`src/rtl/midi_event_gap_grouper_defines.svh`:
```
// ----------------------------------------------------------------------------
// midi_event_gap_grouper_defines.svh
// Assertion macros used by the grouper top module.
// ----------------------------------------------------------------------------
`ifndef MIDI_EVENT_GAP_GROUPER_DEFINES_SVH
`define MIDI_EVENT_GAP_GROUPER_DEFINES_SVH

// same-cycle implication, checked outside reset
`define MEVG_ASSERT_NOW(lbl, clk, rst_n, ante, cons, msg) \
	lbl: assert property (@(posedge clk) disable iff (!(rst_n)) (ante) |-> (cons)) \
		else $error(msg);

// next-cycle implication, checked outside reset
`define MEVG_ASSERT_NEXT(lbl, clk, rst_n, ante, cons, msg) \
	lbl: assert property (@(posedge clk) disable iff (!(rst_n)) (ante) |=> (cons)) \
		else $error(msg);

`endif

```
`src/rtl/mevg_pkg.sv`:
```
// ----------------------------------------------------------------------------
// mevg_pkg
// Shared constants, types and register codes of the MIDI event gap grouper.
// ----------------------------------------------------------------------------
package mevg_pkg;

	localparam int DEF_GROUP_DEPTH = 16;
	localparam int DEF_TIME_BITS   = 48;

	localparam int NUM_W     = 7;
	localparam int VAL_W     = 7;
	localparam int ENTRY_W   = NUM_W + VAL_W;
	localparam int STAMP_W   = 48;
	localparam int GAP_W     = 24;
	localparam int CFG_IDX_W = 1;

	localparam logic [GAP_W-1:0] NOTE_GAP_RESET = 24'd1200;
	localparam logic [GAP_W-1:0] CTRL_GAP_RESET = 24'd3000;

	// configuration register indexes
	localparam logic [CFG_IDX_W-1:0] REG_NOTE_GAP = 1'b0;
	localparam logic [CFG_IDX_W-1:0] REG_CTRL_GAP = 1'b1;

	// event / group kinds
	localparam logic KIND_NOTE = 1'b0;
	localparam logic KIND_CTRL = 1'b1;

	typedef struct packed {
		logic [GAP_W-1:0] note_gap;
		logic [GAP_W-1:0] ctrl_gap;
	} gap_cfg_t;

	typedef struct packed {
		logic             kind;
		logic [NUM_W-1:0] number;
		logic [VAL_W-1:0] value;
	} item_t;

	typedef struct packed {
		logic push;   // take a new candidate item
		logic flush;  // release held item as last of the run
		logic ovf;    // overflow flag for the last item
	} emit_cmd_t;

	typedef enum logic [2:0] {
		ST_IDLE,
		ST_CHECK,
		ST_SCAN,
		ST_FLUSH,
		ST_WRITE
	} mevg_state_t;

endpackage

```
`src/rtl/mevg_if.sv`:
```
// ----------------------------------------------------------------------------
// mevg_if
// Valid/ready channels of the grouper: events in, results out, config writes.
// ----------------------------------------------------------------------------
interface mevg_event_if;
	logic                        valid;
	logic                        ready;
	logic                        req_type;
	logic [mevg_pkg::NUM_W-1:0]  event_number;
	logic [mevg_pkg::VAL_W-1:0]  control_value;
	logic [mevg_pkg::STAMP_W-1:0] event_time;

	modport source (output valid, req_type, event_number, control_value, event_time,
		input ready);
	modport sink (input valid, req_type, event_number, control_value, event_time,
		output ready);
endinterface

interface mevg_result_if;
	logic                       valid;
	logic                       ready;
	logic                       group_kind;
	logic [mevg_pkg::NUM_W-1:0] item_number;
	logic [mevg_pkg::VAL_W-1:0] item_value;
	logic                       last_in_group;
	logic                       group_overflowed;

	modport source (output valid, group_kind, item_number, item_value, last_in_group,
		group_overflowed, input ready);
	modport sink (input valid, group_kind, item_number, item_value, last_in_group,
		group_overflowed, output ready);
endinterface

interface mevg_cfg_if;
	logic                           valid;
	logic                           ready;
	logic [mevg_pkg::CFG_IDX_W-1:0] index;
	logic [mevg_pkg::GAP_W-1:0]     data;

	modport source (output valid, index, data, input ready);
	modport sink (input valid, index, data, output ready);
endinterface

```
`src/rtl/mevg_ram.sv`:
```
// ----------------------------------------------------------------------------
// mevg_ram
// Simple dual-port RAM, one write and one registered read per cycle.
// ----------------------------------------------------------------------------
module mevg_ram #(
	parameter int DEPTH = 32,
	parameter int WIDTH = 14
) (
	input  logic                     clk,
	input  logic                     wr_en,
	input  logic [$clog2(DEPTH)-1:0] wr_addr,
	input  logic [WIDTH-1:0]         wr_data,
	input  logic                     rd_en,
	input  logic [$clog2(DEPTH)-1:0] rd_addr,
	output logic [WIDTH-1:0]         rd_data
);
	logic [WIDTH-1:0] mem [DEPTH];

	always_ff @(posedge clk) begin
		if (wr_en) begin
			mem[wr_addr] <= wr_data;
		end
	end

	// read data holds until the next read
	always_ff @(posedge clk) begin
		if (rd_en) begin
			rd_data <= mem[rd_addr];
		end
	end
endmodule

```
`src/rtl/mevg_cfg.sv`:
```
// ----------------------------------------------------------------------------
// mevg_cfg
// Gap limit registers behind the configuration write channel.
// ----------------------------------------------------------------------------
module mevg_cfg (
	input  logic               clk,
	input  logic               arst_n,
	mevg_cfg_if.sink           cfg,
	output mevg_pkg::gap_cfg_t gaps
);
	import mevg_pkg::*;

	gap_cfg_t gaps_q;

	assign cfg.ready = 1'b1;
	assign gaps      = gaps_q;

	always_ff @(posedge clk or negedge arst_n) begin
		if (!arst_n) begin
			gaps_q.note_gap <= NOTE_GAP_RESET;
			gaps_q.ctrl_gap <= CTRL_GAP_RESET;
		end else if (cfg.valid) begin
			unique case (cfg.index)
				REG_NOTE_GAP: gaps_q.note_gap <= cfg.data;
				REG_CTRL_GAP: gaps_q.ctrl_gap <= cfg.data;
			endcase
		end
	end
endmodule

```
`src/rtl/mevg_emit.sv`:
```
// ----------------------------------------------------------------------------
// mevg_emit
// Result staging: one held item plus the output register. The held item goes
// out when the next one arrives, or marked last when the run is flushed.
// ----------------------------------------------------------------------------
module mevg_emit (
	input  logic                clk,
	input  logic                arst_n,
	input  mevg_pkg::emit_cmd_t cmd,
	input  mevg_pkg::item_t     cand,
	output logic                room,
	mevg_result_if.source       res
);
	import mevg_pkg::*;

	item_t pend_q;
	logic  pend_v_q;
	item_t out_q;
	logic  out_v_q;
	logic  out_last_q;
	logic  out_ovf_q;
	logic  out_free;

	assign out_free = !out_v_q || res.ready;
	assign room     = !pend_v_q || out_free;

	always_ff @(posedge clk or negedge arst_n) begin
		if (!arst_n) begin
			pend_v_q <= 1'b0;
			out_v_q  <= 1'b0;
		end else begin
			priority if (cmd.push) begin
				pend_v_q <= 1'b1;
				out_v_q  <= pend_v_q || (out_v_q && !res.ready);
			end else if (cmd.flush) begin
				pend_v_q <= 1'b0;
				out_v_q  <= pend_v_q || (out_v_q && !res.ready);
			end else begin
				out_v_q  <= out_v_q && !res.ready;
			end
		end
	end

	always_ff @(posedge clk) begin
		if (cmd.push) begin
			pend_q <= cand;
		end
		if ((cmd.push || cmd.flush) && pend_v_q) begin
			out_q      <= pend_q;
			out_last_q <= cmd.flush;
			out_ovf_q  <= cmd.flush && cmd.ovf;
		end
	end

	assign res.valid            = out_v_q;
	assign res.group_kind       = out_q.kind;
	assign res.item_number      = out_q.number;
	assign res.item_value       = out_q.value;
	assign res.last_in_group    = out_last_q;
	assign res.group_overflowed = out_ovf_q;
endmodule

```
`src/rtl/midi_event_gap_grouper.sv`:
```
// ----------------------------------------------------------------------------
// midi_event_gap_grouper
// An accepted event goes through CHECK and then WRITE; one that closes a group
// goes through SCAN and FLUSH before WRITE. The scan reads one entry per cycle,
// while the emitter has room or the entry is dropped, through the single read
// port of the group RAM. A new event is taken only in IDLE, after the last.
// Reset clears counts, overflow flags and last-event time and loads the default
// gap limits; the group RAM is not cleared, only entries below the count are read.
// ----------------------------------------------------------------------------
`include "midi_event_gap_grouper_defines.svh"

module midi_event_gap_grouper #(
	parameter int GROUP_DEPTH = mevg_pkg::DEF_GROUP_DEPTH,
	parameter int TIME_BITS   = mevg_pkg::DEF_TIME_BITS
) (
	input  logic          clk,
	input  logic          arst_n,
	mevg_event_if.sink    evt,
	mevg_result_if.source res,
	mevg_cfg_if.sink      cfg
);
	import mevg_pkg::*;

	localparam int IDX_W  = $clog2(GROUP_DEPTH);
	localparam int CNT_W  = $clog2(GROUP_DEPTH + 1);
	localparam int ADDR_W = IDX_W + 1;
	localparam int CMP_W  = (TIME_BITS > GAP_W) ? TIME_BITS : GAP_W;
	localparam logic [CNT_W-1:0] CNT_FULL = CNT_W'(GROUP_DEPTH);

	mevg_state_t state_q, state_d;

	gap_cfg_t gaps;

	// latched event
	logic                 kind_q;
	logic [NUM_W-1:0]     num_q;
	logic [VAL_W-1:0]     val_q;
	logic [TIME_BITS-1:0] now_q;
	logic [TIME_BITS-1:0] last_q;

	logic [CNT_W-1:0] note_cnt_q;
	logic [CNT_W-1:0] ctrl_cnt_q;
	logic             note_ovf_q;
	logic             ctrl_ovf_q;
	logic [CNT_W-1:0] scan_idx_q;
	logic             s1_valid_q;

	logic [CNT_W-1:0]     cnt_sel;
	logic                 ovf_sel;
	logic [GAP_W-1:0]     limit_sel;
	logic [TIME_BITS-1:0] diff;
	logic                 gap_hit;

	logic               evt_ready;
	logic               rd_en;
	logic [ENTRY_W-1:0] rd_data;
	logic               wr_en;
	logic [ENTRY_W-1:0] wr_data;
	logic               more;
	logic               drop_s1;
	logic               consume;
	logic               room;
	logic               clear_grp;
	emit_cmd_t          cmd;
	item_t              cand;

	mevg_cfg u_cfg (
		.clk    (clk),
		.arst_n (arst_n),
		.cfg    (cfg),
		.gaps   (gaps)
	);

	assign cnt_sel   = kind_q ? ctrl_cnt_q : note_cnt_q;
	assign ovf_sel   = kind_q ? ctrl_ovf_q : note_ovf_q;
	assign limit_sel = kind_q ? gaps.ctrl_gap : gaps.note_gap;
	// earlier stamps count as no gap
	assign diff      = now_q - last_q;
	assign gap_hit   = (now_q > last_q) && (CMP_W'(diff) > CMP_W'(limit_sel));

	assign more    = scan_idx_q < cnt_sel;
	// stored controller pairs with the incoming number leave the run
	assign drop_s1 = (kind_q == KIND_CTRL) && (rd_data[ENTRY_W-1:VAL_W] == num_q);
	assign consume = s1_valid_q && (drop_s1 || room);

	assign cand.kind   = kind_q;
	assign cand.number = rd_data[ENTRY_W-1:VAL_W];
	assign cand.value  = rd_data[VAL_W-1:0];

	assign wr_data = (kind_q == KIND_CTRL) ? {num_q, val_q} : {num_q, VAL_W'(0)};

	mevg_ram #(
		.DEPTH (2 ** ADDR_W),
		.WIDTH (ENTRY_W)
	) u_ram (
		.clk     (clk),
		.wr_en   (wr_en),
		.wr_addr ({kind_q, cnt_sel[IDX_W-1:0]}),
		.wr_data (wr_data),
		.rd_en   (rd_en),
		.rd_addr ({kind_q, scan_idx_q[IDX_W-1:0]}),
		.rd_data (rd_data)
	);

	mevg_emit u_emit (
		.clk    (clk),
		.arst_n (arst_n),
		.cmd    (cmd),
		.cand   (cand),
		.room   (room),
		.res    (res)
	);

	assign evt.ready = evt_ready;

	always_ff @(posedge clk or negedge arst_n) begin
		if (!arst_n) begin
			state_q <= ST_IDLE;
		end else begin
			state_q <= state_d;
		end
	end

	always_comb begin
		state_d   = state_q;
		evt_ready = 1'b0;
		rd_en     = 1'b0;
		wr_en     = 1'b0;
		clear_grp = 1'b0;
		cmd       = '0;
		cmd.ovf   = ovf_sel;
		unique case (state_q)
			ST_IDLE: begin
				evt_ready = 1'b1;
				if (evt.valid) begin
					state_d = ST_CHECK;
				end
			end
			ST_CHECK: begin
				state_d = gap_hit ? ST_SCAN : ST_WRITE;
			end
			ST_SCAN: begin
				cmd.push = s1_valid_q && !drop_s1 && room;
				rd_en    = more && (!s1_valid_q || consume);
				if (!more && (!s1_valid_q || consume)) begin
					state_d = ST_FLUSH;
				end
			end
			ST_FLUSH: begin
				cmd.flush = room;
				if (room) begin
					clear_grp = 1'b1;
					state_d   = ST_WRITE;
				end
			end
			ST_WRITE: begin
				wr_en   = cnt_sel < CNT_FULL;
				state_d = ST_IDLE;
			end
			default: begin
				state_d = ST_IDLE;
			end
		endcase
	end

	always_ff @(posedge clk) begin
		if (evt.valid && evt_ready) begin
			kind_q <= evt.req_type;
			num_q  <= evt.event_number;
			val_q  <= evt.control_value;
			now_q  <= TIME_BITS'(evt.event_time);
		end
	end

	always_ff @(posedge clk or negedge arst_n) begin
		if (!arst_n) begin
			last_q     <= '0;
			note_cnt_q <= '0;
			ctrl_cnt_q <= '0;
			note_ovf_q <= 1'b0;
			ctrl_ovf_q <= 1'b0;
			scan_idx_q <= '0;
			s1_valid_q <= 1'b0;
		end else begin
			if (state_q == ST_CHECK) begin
				scan_idx_q <= '0;
			end else if (rd_en) begin
				scan_idx_q <= scan_idx_q + CNT_W'(1);
			end

			if (rd_en) begin
				s1_valid_q <= 1'b1;
			end else if (consume) begin
				s1_valid_q <= 1'b0;
			end

			if (clear_grp) begin
				if (kind_q == KIND_CTRL) begin
					ctrl_cnt_q <= '0;
					ctrl_ovf_q <= 1'b0;
				end else begin
					note_cnt_q <= '0;
					note_ovf_q <= 1'b0;
				end
			end

			if (state_q == ST_WRITE) begin
				last_q <= now_q;
				if (kind_q == KIND_CTRL) begin
					if (wr_en) begin
						ctrl_cnt_q <= ctrl_cnt_q + CNT_W'(1);
					end else begin
						ctrl_ovf_q <= 1'b1;
					end
				end else begin
					if (wr_en) begin
						note_cnt_q <= note_cnt_q + CNT_W'(1);
					end else begin
						note_ovf_q <= 1'b1;
					end
				end
			end
		end
	end

	`MEVG_ASSERT_NOW(a_cnt_bound, clk, arst_n, 1'b1, (note_cnt_q <= CNT_FULL) && (ctrl_cnt_q <= CNT_FULL), "group count above depth")
	`MEVG_ASSERT_NOW(a_s1_in_scan, clk, arst_n, s1_valid_q, state_q == ST_SCAN, "read data pending outside scan")
	`MEVG_ASSERT_NEXT(a_flush_clears, clk, arst_n, clear_grp, (cnt_sel == '0) && !ovf_sel, "closed group not cleared")
endmodule

```
`src/flat_wrapper.sv`:
```
// flat-port wrapper written by rule: the top's interface ports become plain ports
module midi_event_gap_grouper_flat import mevg_pkg::*;
#(
	parameter int GROUP_DEPTH = mevg_pkg::DEF_GROUP_DEPTH,
	parameter int TIME_BITS   = mevg_pkg::DEF_TIME_BITS
)
  (clk, arst_n, evt_valid, evt_req_type, evt_event_number, evt_control_value, evt_event_time, evt_ready, res_valid, res_group_kind, res_item_number, res_item_value, res_last_in_group, res_group_overflowed, res_ready, cfg_valid, cfg_index, cfg_data, cfg_ready);
  mevg_event_if evt_i ();
  mevg_result_if res_i ();
  mevg_cfg_if cfg_i ();
  input  logic clk;
  input  logic arst_n;
  input wire logic [$bits(evt_i.valid)-1:0] evt_valid;
  input wire logic [$bits(evt_i.req_type)-1:0] evt_req_type;
  input wire logic [$bits(evt_i.event_number)-1:0] evt_event_number;
  input wire logic [$bits(evt_i.control_value)-1:0] evt_control_value;
  input wire logic [$bits(evt_i.event_time)-1:0] evt_event_time;
  output wire logic [$bits(evt_i.ready)-1:0] evt_ready;
  output wire logic [$bits(res_i.valid)-1:0] res_valid;
  output wire logic [$bits(res_i.group_kind)-1:0] res_group_kind;
  output wire logic [$bits(res_i.item_number)-1:0] res_item_number;
  output wire logic [$bits(res_i.item_value)-1:0] res_item_value;
  output wire logic [$bits(res_i.last_in_group)-1:0] res_last_in_group;
  output wire logic [$bits(res_i.group_overflowed)-1:0] res_group_overflowed;
  input wire logic [$bits(res_i.ready)-1:0] res_ready;
  input wire logic [$bits(cfg_i.valid)-1:0] cfg_valid;
  input wire logic [$bits(cfg_i.index)-1:0] cfg_index;
  input wire logic [$bits(cfg_i.data)-1:0] cfg_data;
  output wire logic [$bits(cfg_i.ready)-1:0] cfg_ready;
  assign evt_i.valid = evt_valid;
  assign evt_i.req_type = evt_req_type;
  assign evt_i.event_number = evt_event_number;
  assign evt_i.control_value = evt_control_value;
  assign evt_i.event_time = evt_event_time;
  assign evt_ready = evt_i.ready;
  assign res_valid = res_i.valid;
  assign res_group_kind = res_i.group_kind;
  assign res_item_number = res_i.item_number;
  assign res_item_value = res_i.item_value;
  assign res_last_in_group = res_i.last_in_group;
  assign res_group_overflowed = res_i.group_overflowed;
  assign res_i.ready = res_ready;
  assign cfg_i.valid = cfg_valid;
  assign cfg_i.index = cfg_index;
  assign cfg_i.data = cfg_data;
  assign cfg_ready = cfg_i.ready;
  midi_event_gap_grouper #(.GROUP_DEPTH(GROUP_DEPTH), .TIME_BITS(TIME_BITS)) u_core (.clk(clk), .arst_n(arst_n), .evt(evt_i), .res(res_i), .cfg(cfg_i));
endmodule
```
`config.mk`:
```
export PLATFORM = sky130hd
export DESIGN_NAME = midi_event_gap_grouper_flat
export DESIGN_NICKNAME = d
export VERILOG_FILES = /design/src/rtl/mevg_pkg.sv /design/src/rtl/mevg_if.sv /design/src/rtl/mevg_ram.sv /design/src/rtl/mevg_cfg.sv /design/src/rtl/mevg_emit.sv /design/src/rtl/midi_event_gap_grouper.sv /design/src/flat_wrapper.sv
export VERILOG_INCLUDE_DIRS = /design/src /design/src/rtl
export SDC_FILE = /design/constraint.sdc
export NUM_CORES = 1
export LEC_CHECK = 0
export BUFFER_PORTS_ARGS = -buffer_cell sky130_fd_sc_hd__buf_2
export CAP_MARGIN = 30
export CORE_MARGIN = 3
export CORE_UTILIZATION = 56
export DETAILED_ROUTE_END_ITERATION = 8
export GPL_TIMING_DRIVEN = 0
export PLACE_DENSITY_LB_ADDON = 0.08
export SLEW_MARGIN = 20
export SYNTH_ARGS = -nofsm -noshare
export SYNTH_HDL_FRONTEND = slang
export SYNTH_SLANG_ARGS = --single-unit
export TNS_END_PERCENT = 5
```
`constraint.sdc`:
```
create_clock -name clk -period 3.85 [get_ports clk]
set_input_delay 0.1925 -clock clk [delete_from_list [all_inputs] [get_ports clk]]
set_output_delay 0.1925 -clock clk [all_outputs]
set_load 0.02 [all_outputs]
```
# After elaboration in Yosys (flattened, before gate mapping)
# Memory sizes are Yosys's and may differ from the RTL's. A register that Yosys moved wholly into a read port is not among the register bits.
# Cells that the tools add are included.
# classes
reduce_logical	30
n_bitwise	1
muxes	46
n_eq_ne	8
n_lt_le_gt_ge	4
add_sub_neg	4
# op_table
operator	n
5-bit two-way mux	13
48-bit by 24-bit > comparator with 1-bit output	1
48-bit > comparator	1
48-bit subtractor	1
1-bit two-way mux	26
24-bit two-way mux	1
5-bit by 1-bit adder with 5-bit output (second input constant)	3
3-bit two-way mux	4
3-bit case mux with 4 select lines	1
1-bit logical AND	11
7-bit equality test	1
7-bit two-way mux	1
3-bit by 2-bit equality test with 1-bit output (second input constant)	2
1-bit logical NOT	6
1-bit logical OR	6
2-bit nonzero test	3
5-bit < comparator	1
5-bit < comparator (second input constant)	1
2-bit by 1-bit != test with 1-bit output (second input constant)	2
2-bit AND reduction	2
3-bit by 1-bit equality test with 1-bit output (second input constant)	1
3-bit equality test (second input constant)	1
3-bit logical NOT	1
3-bit AND reduction	1
other kinds (2)	2
# totals
output_inout_bits	20
elab_cells	118
n_memories	1
reg_bits	214
inputBits	93
ramBits	448
# memory_table
memory	depth	width	read_ports	rd_ports_with_merged_regs	write_ports	line_no	rtl
u_core.u_ram.mem	32	14	1	1	1	mevg_ram.sv:17	logic [WIDTH-1:0] mem [DEPTH];

# Logic depth before layout (Yosys ltp)
# logic_depth
ltp_word	10
mapped_depth	23

# Modules after synthesis
# Synthesis repeated with hierarchy kept, for this count alone.
# unflattened
cells_unflattened	2188
area_unflattened_um2	30568.1
# by_module_without_submodules
module	cells_per_inst	area_each_um2	instances
mevg_ram	1006	18151.2	1
midi_event_gap_grouper	1036	9352.7	1
mevg_cfg	105	2010.7	1
mevg_emit	41	1053.5	1

# Worst setup path after synthesis
# Ideal clock, no wire load.
# synth_path
path_type	register to register
from	reg u_core.now_q[0]
to	reg u_core.state_q[2]
synth_period_minus_slack_ns	4.222
setup_slack_ns	-0.372
stages_incl_launch_ff	22
arrival_ns	4.142
required_ns	3.770
path_cell_list	edfxtp_1 > inv_1 > ha_1 > inv_1 > fa_1 > a21o_2 > a221o_1 > and2_2 > a211oi_2 > xnor2_1 > ha_1 > a21o_1 > a21o_1 > a21oi_1 > o21ai_0 > a211oi_1 > o31ai_1 > a2111o_1 > a2111oi_4 > nand4_1 > o21ai_1 > nor3b_2
# synth_via
elab_chain_len	5
# synth_lines
element	line_no	rtl
from (decl)	midi_event_gap_grouper.sv:38	logic [TIME_BITS-1:0] now_q;
from (signal assigned)	midi_event_gap_grouper.sv:171	now_q <= TIME_BITS'(evt.event_time);
48-bit subtractor	midi_event_gap_grouper.sv:78	assign diff = now_q - last_q;
48-bit by 24-bit > comparator with 1-bit output	midi_event_gap_grouper.sv:79	assign gap_hit = (now_q > last_q) && (CMP_W'(diff) > CMP_W'(limit_sel));
1-bit logical AND *	midi_event_gap_grouper.sv:79	
3-bit two-way mux *	midi_event_gap_grouper.sv:140	state_d = gap_hit ? ST_SCAN : ST_WRITE;
3-bit case mux with 4 select lines *	midi_event_gap_grouper.sv:132	unique case (state_q)
to (signal assigned)	midi_event_gap_grouper.sv:120	state_q <= state_d;
to (decl)	midi_event_gap_grouper.sv:30	mevg_state_t state_q, state_d;
# Every way passes the cells marked *; elsewhere a longest branch is shown, timed or not.
# A chain may end at the register's enable or synchronous reset.

# Final worst setup path
# Ends and elaborated chain as after synthesis.

==> impl_metrics.csv <==
group,metric,value,unit
logic_synthesis,synthesis.area,29300,µm²
timing,finClkSkew,0.01395,ns
timing,fmaxAchievable,208.0,MHz
placement,routabilityCongestion,0.9232,
cts,cts_tree,"done",
layout,fill_cells,3578,
routing,route.detailed.drc,0,
die,dieArea,55110,µm²
grt,grt_util_met3,0.04366,
grt,top_usage_layer,"met2",
timing,maxSlewViolCount,0,
worst_setup_path,cp_num_buf_inv,2,
layout,final_area,34550,µm²
status,violations,"setup timing",
timing,finalSetupViolCount,5,
routing,wl_per_cell,23.81,µm
die,io_pins,113,
placement,place_area,31180,µm²
cts,root_buffer,"clkbuf_16",
timing,finalCritPeriodShare,1.249,
cts,clock_sinks,676,
grt,grt_pass1_wl,104300,µm
worst_setup_path,worstPathRequired,4.38,ns
layout,syn2layout_area_growth,17.89,%
die,coreArea,51510,µm²
worst_setup_path,critPathCaptureType,"flop",
logic_synthesis,ys.flop_type,"edfxtp_1",
layout,multiInputGateArea,9198,µm²
cts,htree_levels,3,
timing,finalCriticalPeriod,4.808,ns
placement,io_buffers,111,
logic_synthesis,ys_warn_count,0,
worst_setup_path,startpoint_type,"flop",
power,max-vdd-ir-drop,419.1,µV
timing,max_slew_margin,0.3560,
grt,use_met1,0.3422,
die,die_y,234.8,µm
worst_setup_path,slowest_delay,0.48,ns
grt,grt_pass1_vias,17390,
placement,place_ws,-1.246,ns
logic_synthesis,ys_types,84,
status,outcome,"finished, violations left",
grt,grt_util_met2,0.4004,
layout,seq_area,19720,µm²
logic_synthesis,synth_area_leaders,"edfxtp_1 57%, mux4_2 11%, dfrtp_1 9.2%",
layout,final_nets,2288,
worst_hold_path,hp-class,"input port to flop",
logic_synthesis,syn_avg_cell_area,16.20,µm²
logic_synthesis,synth_edf_count,557,
worst_setup_path,path_class,"flop to flop",
routing,vias,16970,
worst_setup_path,path_cells,"inv_1, ha_2, inv_2, fa_2, a21o_2, a221o_1, a41o_1, nor2_2, o21ai_2, a31oi_2, xnor2_2, ha_1, a21oi_1, nor2b_1, o21ai_1, o21ai_1, nor2_1, o31ai_2, a2111o_1, a2111oi_4, nand4_1, o21ai_2, nor3b_2",
die,start_util,0.5689,
logic_synthesis,synthCells,1809,
timing,timing.final.ws_setup,-0.9579,ns
timing,rsz0062_at_grt,"yes",
layout,antenna_cells,0,
flow_run,drv_cap,0,
logic_synthesis,synth_seq_area_share,0.6729,
logic_synthesis,synth_nets,1982,
routing,drtIter0Drc,1487,
timing,tightest_slew,0.9416,ns
logic_synthesis,synth_seq_cells,676,
grt,grt_max_degree,68,
grt,overflow,0,
worst_setup_path,cp_slowest_cell,"a2111o_1",
logic_synthesis,yosys.area.top_type_share,0.5708,
timing,finalHoldViolCount,0,
power,leakage,12.07,nW
worst_setup_path,path_delay_family,"compound AO/OA/AOI/OAI gates",
routing,routed_wl,67900,µm
placement,dp_hpwl,47160,µm
cts,clkLatencyLatePin,0.61,ns
cts,path_clk_slew,0.06,ns
layout,drive_gt1_frac,0.2638,
routing,first_pass_iters,5,
logic_synthesis,async_flop_share,0.1760,
routing,postRouteAntennaNets,0,
die,die_w,234.8,µm
power,power.total,0.02432,W
grt,antenna_found_initial,0,
worst_setup_path,cp_max_fo,4,
die,rows,83,
grt,gr-usage-all-layers,0.2491,
routing,via_per_inst,5.951,
power,power_density,703.9,nW/µm²
worst_setup_path,crit_arrival,5.33,ns
cts,cts_buffers,71,
logic_synthesis,yosysTopAreaCell,"edfxtp_1",
cts,clockBufferDepth,3,
==> path summary, 6_finish.rpt <==
kind / end / slack (ns) / start / cells after the start
setup / recovery: u_core.state_q[2] / -0.96 / u_core.now_q[0] / 23
hold / removal: u_core.u_cfg.gaps[9] / 0.12 / cfg_valid / 3
setup reg to reg: u_core.state_q[2] / -0.96 / u_core.now_q[0] / 23
hold reg to reg: u_core.u_emit.res.item_number[2] / 0.42 / u_core.u_emit.pend_q[9] / 0
max in group asynchronous: u_core.u_cfg.gaps[31] / 2.94 / arst_n / 3
min in group asynchronous: u_core.last_q[29] / 0.14 / arst_n / 2
==> sequential cells by signal, summed over array words and instances, names as in the netlist, 7 cells and up <==
signal / cells
u_core.val_q: 7
u_core.num_q: 7
u_core.u_ram.mem: 448
u_core.u_ram.rd_data: 14
u_core.u_emit.pend_q: 15
u_core.u_emit.res.item_value: 7
u_core.last_q: 48
u_core.u_cfg.gaps: 48
u_core.u_emit.res.item_number: 7
u_core.now_q: 48
==> repair_timing <==
action                                  CTS  global route
endpoints found under the setup margin   32            16
gates resized for setup                  24             6
hold buffers                             89             0
endpoints found under the hold margin   174             0
pin swaps                                10             3
buffers inserted                          4             0
==> through the flow <==
step           TNS (ns)  utilization  hold slack (ns)  std cells
3_3_place_gp     -69.39       0.5965           0.3691       2600
3_5_place_dp     -7.168       0.6053           0.2527       2622
2_1_floorplan    -2.696            -          -0.1031       1809
4_1_cts          -4.274       0.6690           0.1048       2845
5_1_grt          -3.693       0.6707           0.1410       2852
6_report         -1.934       0.6707           0.1247       2852
==> tightest hold or removal path, stage by stage <==
cell     delay [ns]
buf_2          0.10
nand2_1        0.20
mux2_2         0.20
==> metal layers <==
layer	share of wire	routed length, µm	up-vias
li1	-	-	7656
met1	0.42	28290	8598
met2	0.48	32870	579
met3	0.057	3846	138
met5	0	0	-
met4	0.043	2899	0
==> power by group <==
part	total, W	leakage [nW]	switching [W]	internal, W
combinational	0.00857	4.45	0.00502	0.00355
clock	0.00650	1.09	0.00279	0.00371
sequential	0.00925	6.52	0.000376	0.00887
total	0.0243	12.1	0.00819	0.0161
==> synth_stat cells (6+ instances only) <==
library cell / number
nor3_1: 20
a31oi_1: 9
nand2_1: 124
nor2b_1: 10
nand3_1: 16
xnor2_1: 25
mux2i_1: 35
buf_1: 12
clkbuf_1: 54
and2_1: 12
xor2_1: 18
a21o_1: 13
a211oi_1: 6
ha_1: 79
o21a_1: 15
a21oi_1: 71
nand2b_1: 7
o21ai_0: 102
nand4_1: 30
or3_1: 8
mux4_2: 140
dfrtp_1: 108
dfstp_2: 11
mux2_2: 64
edfxtp_1: 557
inv_1: 64
buf_2: 9
nor2_1: 94
==> layout by cell type, fill, tap and decap left out, types with 11 or more instances in the layout <==
master / netlist / routed
ha_1: 79 / 77
o21ai_0: 102 / 95
clkbuf_1: 54 / 69
dlygate4sd3_1: 0 / 89
a21o_1: 13 / 13
nand3_1: 16 / 16
clkbuf_16: 0 / 74
mux2_2: 64 / 64
nand4_1: 30 / 30
dfrtp_1: 108 / 108
xor2_1: 18 / 16
clkinv_2: 0 / 17
buf_1: 12 / 12
edfxtp_1: 557 / 557
nor3_1: 20 / 20
dfstp_2: 11 / 11
buf_6: 0 / 12
nand2_1: 124 / 124
o21a_1: 15 / 15
mux2i_1: 35 / 35
buf_2: 9 / 120
inv_1: 64 / 63
xnor2_1: 25 / 20
buf_8: 0 / 11
mux4_2: 140 / 140
nor2_2: 0 / 35
nor2_1: 94 / 59
a21oi_1: 71 / 69
==> cell families (layout without fill, tap and decap cells) <==
kind of cell             Yosys count  count (layout)  share of synthesized area
AO/OA/AOI/OAI                    273             273                    0.05777
XOR/XNOR                          43              43                    0.01285
adder cells (fa/ha/maj)           80              80                    0.03442
buffers and inverters            147             510                    0.02148
flip-flops                       676             676                     0.6729
multiplexers                     239             239                     0.1442
other                              1               1                  0.0001280
AND/OR/NAND/NOR                  350             350                    0.05632
==> final cells by class <==
| class | count | share of cell area |
|---|---|---|
| repair buffers | 233 | 0.05541 |
| clock inverters | 37 | 0.008584 |
| plain buffers | 83 | 0.01145 |
| multi-input cells | 986 | 0.2662 |
| inverters | 64 | 0.006954 |
| flip-flops and latches | 676 | 0.5708 |
| well taps | 680 | 0.02463 |
| clock buffers | 93 | 0.05596 |
Note: power is estimated with default switching activity, not from simulation.
